[src/tdt_pkg.sv]
// Shared types and constants for the task dependence tracker.
// Used by tdt_ctrl, tdt_datapath and task_dependence_tracker_top; no dependencies.
package tdt_pkg;

   localparam int SLOT_COUNT = 64;
   localparam int LIST_DEPTH = 16;

   localparam int FIELD_W = 6;
   localparam int PEND_W  = 6;
   localparam int SLOT_W  = (SLOT_COUNT > 1) ? $clog2(SLOT_COUNT) : 1;
   localparam int TOP_W   = $clog2(SLOT_COUNT + 1);
   localparam int LEN_W   = $clog2(LIST_DEPTH + 1);
   localparam int IDX_W   = (LIST_DEPTH > 1) ? $clog2(LIST_DEPTH) : 1;
   localparam int DEP_N   = SLOT_COUNT * LIST_DEPTH;
   localparam int DEP_AW  = (DEP_N > 1) ? $clog2(DEP_N) : 1;
   // range checks compare the 6-bit slot fields against up to 1024 slots
   localparam int CMP_W   = 11;

   localparam logic [1:0] CMD_ADD_TASK = 2'd0;
   localparam logic [1:0] CMD_ADD_EDGE = 2'd1;
   localparam logic [1:0] CMD_FINISH   = 2'd2;

   typedef enum logic [1:0] {
      KIND_GRANT = 2'd0,
      KIND_READY = 2'd1,
      KIND_DONE  = 2'd2,
      KIND_ERROR = 2'd3
   } kind_type;

   typedef enum logic [2:0] {
      SEL_ZERO,
      SEL_PROD,
      SEL_TASK,
      SEL_STACK,
      SEL_CUR,
      SEL_DEP
   } sel_type;

   typedef enum logic [3:0] {
      OP_NONE,
      OP_LOAD,
      OP_POP,
      OP_GRANT,
      OP_EDGE_RD,
      OP_EDGE_ADD,
      OP_LEN_RD,
      OP_LEN_SET,
      OP_DEP_RD,
      OP_DEP_UPD,
      OP_FREE
   } dp_op_type;

   typedef enum logic [3:0] {
      S_IDLE,
      S_T_POP,
      S_T_GRANT,
      S_T_READY,
      S_E_RD,
      S_E_ADD,
      S_F_LEN,
      S_F_SET,
      S_F_DEP,
      S_F_UPD,
      S_F_FREE,
      S_ERR
   } state_type;

   typedef struct packed {
      dp_op_type op;
      logic      emit;
      kind_type  kind;
      sel_type   sel;
      logic      last;
   } dp_cmd_type;

   typedef struct packed {
      logic pred_zero;
      logic prod_bad;
      logic task_bad;
      logic dep_bad;
      logic stack_empty;
      logic stack_full;
      logic edge_hit;
      logic list_full;
      logic len_zero;
      logic dep_last;
      logic pend_one;
      logic out_free;
   } dp_status_type;

endpackage

[src/tdt_ctrl.sv]
// Sequencer for the task dependence tracker: steps each command through the datapath.
// Depends on tdt_pkg.
module tdt_ctrl (
   input  logic                  clock,
   input  logic                  reset,
   input  logic                  req_valid,
   input  logic [1:0]            req_cmd,
   output logic                  req_ready,
   input  tdt_pkg::dp_status_type dp_status,
   output tdt_pkg::dp_cmd_type    dp_cmd
);
   import tdt_pkg::*;

   state_type state_ff, state_in;
   logic      ready_emit;

   always_ff @(posedge clock) begin
      if (reset) begin
         state_ff <= S_IDLE;
      end else begin
         state_ff <= state_in;
      end
   end

   // a dependent only produces a beat when its count drops to zero
   assign ready_emit = !dp_status.dep_bad && dp_status.pend_one;

   always_comb begin
      state_in = state_ff;
      unique case (state_ff)
         S_IDLE: begin
            if (req_valid) begin
               unique case (req_cmd)
                  CMD_ADD_TASK: state_in = S_T_POP;
                  CMD_ADD_EDGE: state_in = S_E_RD;
                  CMD_FINISH:   state_in = S_F_LEN;
                  default:      state_in = S_ERR;
               endcase
            end
         end
         S_T_POP: begin
            if (!dp_status.stack_empty) begin
               state_in = S_T_GRANT;
            end else if (dp_status.out_free) begin
               state_in = S_IDLE;
            end
         end
         S_T_GRANT: begin
            if (dp_status.out_free) begin
               state_in = dp_status.pred_zero ? S_T_READY : S_IDLE;
            end
         end
         S_T_READY: begin
            if (dp_status.out_free) begin
               state_in = S_IDLE;
            end
         end
         S_E_RD: begin
            if (!dp_status.prod_bad && !dp_status.task_bad) begin
               state_in = S_E_ADD;
            end else if (dp_status.out_free) begin
               state_in = S_IDLE;
            end
         end
         S_E_ADD: begin
            if (dp_status.out_free) begin
               state_in = S_IDLE;
            end
         end
         S_F_LEN: begin
            if (!dp_status.task_bad) begin
               state_in = S_F_SET;
            end else if (dp_status.out_free) begin
               state_in = S_IDLE;
            end
         end
         S_F_SET: begin
            state_in = dp_status.len_zero ? S_F_FREE : S_F_DEP;
         end
         S_F_DEP: begin
            state_in = S_F_UPD;
         end
         S_F_UPD: begin
            if (!ready_emit || dp_status.out_free) begin
               state_in = dp_status.dep_last ? S_F_FREE : S_F_DEP;
            end
         end
         S_F_FREE: begin
            if (dp_status.out_free) begin
               state_in = S_IDLE;
            end
         end
         S_ERR: begin
            if (dp_status.out_free) begin
               state_in = S_IDLE;
            end
         end
         default: state_in = S_IDLE;
      endcase
   end

   always_comb begin
      req_ready   = 1'b0;
      dp_cmd.op   = OP_NONE;
      dp_cmd.emit = 1'b0;
      dp_cmd.kind = KIND_ERROR;
      dp_cmd.sel  = SEL_ZERO;
      dp_cmd.last = 1'b1;
      unique case (state_ff)
         S_IDLE: begin
            req_ready = 1'b1;
            if (req_valid) begin
               dp_cmd.op = OP_LOAD;
            end
         end
         S_T_POP: begin
            if (!dp_status.stack_empty) begin
               dp_cmd.op = OP_POP;
            end else begin
               dp_cmd.emit = dp_status.out_free;
            end
         end
         S_T_GRANT: begin
            dp_cmd.kind = KIND_GRANT;
            dp_cmd.sel  = SEL_STACK;
            dp_cmd.last = !dp_status.pred_zero;
            if (dp_status.out_free) begin
               dp_cmd.op   = OP_GRANT;
               dp_cmd.emit = 1'b1;
            end
         end
         S_T_READY: begin
            dp_cmd.kind = KIND_READY;
            dp_cmd.sel  = SEL_CUR;
            dp_cmd.emit = dp_status.out_free;
         end
         S_E_RD: begin
            if (dp_status.prod_bad) begin
               dp_cmd.sel  = SEL_PROD;
               dp_cmd.emit = dp_status.out_free;
            end else if (dp_status.task_bad) begin
               dp_cmd.sel  = SEL_TASK;
               dp_cmd.emit = dp_status.out_free;
            end else begin
               dp_cmd.op = OP_EDGE_RD;
            end
         end
         S_E_ADD: begin
            dp_cmd.emit = dp_status.out_free;
            priority if (dp_status.edge_hit) begin
               dp_cmd.kind = KIND_DONE;
               dp_cmd.sel  = SEL_TASK;
            end else if (dp_status.list_full) begin
               dp_cmd.sel  = SEL_PROD;
            end else begin
               dp_cmd.kind = KIND_DONE;
               dp_cmd.sel  = SEL_TASK;
               if (dp_status.out_free) begin
                  dp_cmd.op = OP_EDGE_ADD;
               end
            end
         end
         S_F_LEN: begin
            if (dp_status.task_bad) begin
               dp_cmd.sel  = SEL_TASK;
               dp_cmd.emit = dp_status.out_free;
            end else begin
               dp_cmd.op = OP_LEN_RD;
            end
         end
         S_F_SET: begin
            dp_cmd.op = OP_LEN_SET;
         end
         S_F_DEP: begin
            dp_cmd.op = OP_DEP_RD;
         end
         S_F_UPD: begin
            dp_cmd.kind = KIND_READY;
            dp_cmd.sel  = SEL_DEP;
            dp_cmd.last = 1'b0;
            if (!ready_emit || dp_status.out_free) begin
               dp_cmd.op   = OP_DEP_UPD;
               dp_cmd.emit = ready_emit;
            end
         end
         S_F_FREE: begin
            dp_cmd.kind = dp_status.stack_full ? KIND_ERROR : KIND_DONE;
            dp_cmd.sel  = SEL_TASK;
            if (dp_status.out_free) begin
               dp_cmd.op   = OP_FREE;
               dp_cmd.emit = 1'b1;
            end
         end
         S_ERR: begin
            dp_cmd.emit = dp_status.out_free;
         end
         default: begin
            dp_cmd.op = OP_NONE;
         end
      endcase
   end

endmodule

[config.mk]
export PLATFORM = sky130hd
export DESIGN_NAME = tdt_ctrl
export DESIGN_NICKNAME = d
export VERILOG_FILES = /design/src/tdt_pkg.sv /design/src/tdt_ctrl.sv
export SDC_FILE = /design/constraint.sdc
export NUM_CORES = 1
export LEC_CHECK = 0
export ABC_AREA = 1
export BUFFER_PORTS_ARGS = -buffer_cell sky130_fd_sc_hd__buf_2
export CELL_PAD_IN_SITES_DETAIL_PLACEMENT = 1
export CELL_PAD_IN_SITES_GLOBAL_PLACEMENT = 1
export CORE_MARGIN = 2
export CORE_UTILIZATION = 30
export CTS_BUF_LIST = sky130_fd_sc_hd__clkbuf_16
export CTS_CLUSTER_SIZE = 25
export DETAILED_ROUTE_END_ITERATION = 10
export PLACE_DENSITY_LB_ADDON = 0.1
export SLEW_MARGIN = 20
export SYNTH_ARGS = -nofsm -noshare
export SYNTH_HDL_FRONTEND = slang
export SYNTH_SLANG_ARGS = --single-unit
[constraint.sdc]
create_clock -name clock -period 1.6 [get_ports clock]
set_input_delay 0.16 -clock clock [delete_from_list [all_inputs] [get_ports clock]]
set_output_delay 0.16 -clock clock [all_outputs]
set_load 0.01 [all_outputs]
==> results.json <==
{
  "skew_ps": 2.71,
  "clkSlewWorstSetupHoldPaths_ps": 30,
  "hold_path.class": "in -> reg",
  "min_delay_path_depth": 2,
  "dpl.hpwl_mm": 2.36,
  "ys_seq_elements": 4,
  "largest_reg_flops": 4,
  "clock_path_buffers": 2,
  "routed_wl_mm": 2.97,
  "syn_area_um2": 758,
  "finalCritPeriodShare_pct": 99.4,
  "max_stage_delay_ps": 360,
  "grt_pass1_wl_mm": 4.64,
  "critPathMaxFanout": 6,
  "die_h_um": 54.3,
  "route.met2.wl_mm": 1.53,
  "worst-path-buf-inv": 3,
  "worstRegToRegCells": 9,
  "drive_gt1_share_pct": 42.8,
  "die-width_um": 54.3,
  "p_sw_mw": 1.07,
  "crit_chain": "inv_4 -> nand2_2 -> nor2_4 -> inv_4 -> nor2_4 -> nor3_2 -> nor2_1 -> buf_2",
  "grt_setup_unrepaired": "true",
  "clk_latency_ps": 230,
  "fmax_mhz": 629,
  "ant_nets": 0,
  "endpoint_kind": "output pin",
  "layout_commonest_cell": "nand2_1",
  "yosysSeqAreaShare_pct": 10.6,
  "startpoint_type": "register",
  "top_register": "state_ff",
  "grt_util_all_layers_pct": 21.9,
  "drt-pass1-iter-count": 4,
  "worst_ep_required_time_ps": 1440,
  "final-hold-violation-count": 0,
  "cts.sinks": 4,
  "drc": 0,
  "drv_slew": 0,
  "crit_arrival_ps": 1430,
  "relSlewSlack_pct": 78.1,
  "antennaDiodeCount": 0,
  "p_clk_share_pct": 18.7,
  "synth.distinct_cells": 21,
  "start_util_pct": 31.2,
  "synth_area_leaders": "nand2_1 (17%), inv_1 (12%), nand3_1 (11%), dfxtp_1 (11%), nor2_1 (9.4%)",
  "core_um2": 2430,
  "portBuffers": 28,
  "overflow": 0,
  "fin_nets": 202,
  "syn_to_final_growth_pct": 52.3,
  "p_int_mw": 1.03,
  "period_needed_ps": 1590,
  "wl_per_cell_um": 14.1,
  "vias_per_cell": 5.03,
  "cts_tree": "done",
  "met3_wirelength_um": 97,
  "hold_ws_ps": 123,
  "place.gp.congestion": 0.880,
  "ys.warnings.count": 0,
  "cts_root_buffer": "clkbuf_16",
  "syn-mean-instance-area_um2": 5.27,
  "grt_max_degree": 9,
  "grt_pass1_vias": 1015,
  "leakagePower_nw": 0.673,
  "synth_top_area_share_pct": 17.3,
  "outcome": "completed",
  "path_class": "reg -> out",
  "worstMarginPinSlew_ps": 328,
  "synth_top_area_cell": "nand2_1",
  "power_frac_comb_pct": 67.1,
  "pwr_density_cell_nw_per_um2": 1820,
  "cap_violations": 0,
  "setup_viol": 0,
  "irDropWorstVdd_v": 0.00147,
  "cts_max_level": 1,
  "final_cell_mix": "nand2_1 (30), buf_2 (28), inv_1 (23)",
  "syn_inst": 144,
  "io_pins": 29,
  "rows": 18,
  "met1_length_mm": 1.28,
  "fin_util_pct": 47.5,
  "cts_buffers": 3,
  "drt_iter0_drc": 17,
  "pwr-share-seq_pct": 14.2,
  "cp_top_family": "simple AND/OR/NAND/NOR gates",
  "path_depth": 8,
  "top_layer": "met4",
  "syn-num-nets": 164,
  "p_sw_share_pct": 51.1,
  "die_area_um2": 2950,
  "antenna_found_initial": 0,
  "top_regs": "state_ff x4",
  "crit_slowest_cell": "dfxtp_4",
  "cts_hold_buf": 0,
  "vias": 1057
}
[final cells by class]
cell class,count,area (um^2)
well taps,30,37.5
fillers,343,1280
flip-flops and latches,4,95.1
inverters,29,119
clock buffers,3,75.1
repair buffers,34,185
multi-input cells,110,643
[metal layers]
| layer | track usage, % | vias to the layer above |
|---|---|---|
| li1 | - | 533 |
| met1 | 27.0 | 492 |
| met2 | 39.8 | 26 |
| met3 | 1.64 | 6 |
| met4 | 7.50 | 0 |
| met5 | 0 | - |
[worst paths after layout]
path,from,end,slack [ps]
setup / recovery,state_ff[2]$_SDFFE_PP0P_,dp_cmd[6],9
hold / removal,reset,state_ff[1]$_SDFFE_PP0P_,120
setup reg to reg,state_ff[0]$_SDFFE_PP0P_,state_ff[0]$_SDFFE_PP0P_,170
hold reg to reg,state_ff[3]$_SDFFE_PP0P_,state_ff[3]$_SDFFE_PP0P_,650
[synthesized netlist by cell type, drive strengths merged]
master	number
nand3	19
dfxtp	4
o22ai	1
nor2	24
nor3	1
nor3b	1
o211ai	1
nand2	42
nand4	5
inv	29
ha	3
o21ai	5
a21oi	8
buf	1
[through the flow]
step	TNS [ps]	worst slack [ps]	power, mW	area [um^2]	std cells
after detailed placement	0	12.3	1.44	931	201
after floorplan	0	315	1.04	758	144
after global routing	-458	-83.0	2.32	1150	210
after CTS	-28.1	-25.7	1.93	1060	207
final	0	9.08	2.11	1150	210
after global placement	0	25.0	1.42	931	201
[power by group through the flow]
stage | clock, mW | combinational [mW] | sequential, mW
2_1_floorplan | 0 | 0.856 | 0.187
3_3_place_gp | 0 | 1.20 | 0.223
3_5_place_dp | 0 | 1.22 | 0.225
4_1_cts | 0.400 | 1.28 | 0.250
5_1_grt | 0.406 | 1.61 | 0.307
6_report | 0.394 | 1.41 | 0.299
[cells by family after synthesis]
group,after synthesis,share of synthesized area [%]
AO/OA/AOI/OAI,15,10.4
adder cells (fa/ha/maj),3,4.95
buffers and inverters,30,15.0
flip-flops,4,10.6
AND/OR/NAND/NOR,92,59.1
[repair_timing]
item,in CTS,in global routing
setup buffers,3,3
setup endpoints to repair,9,9
resized for setup,12,25
pin swaps,1,6
Note: power is estimated with default switching activity, not from simulation.
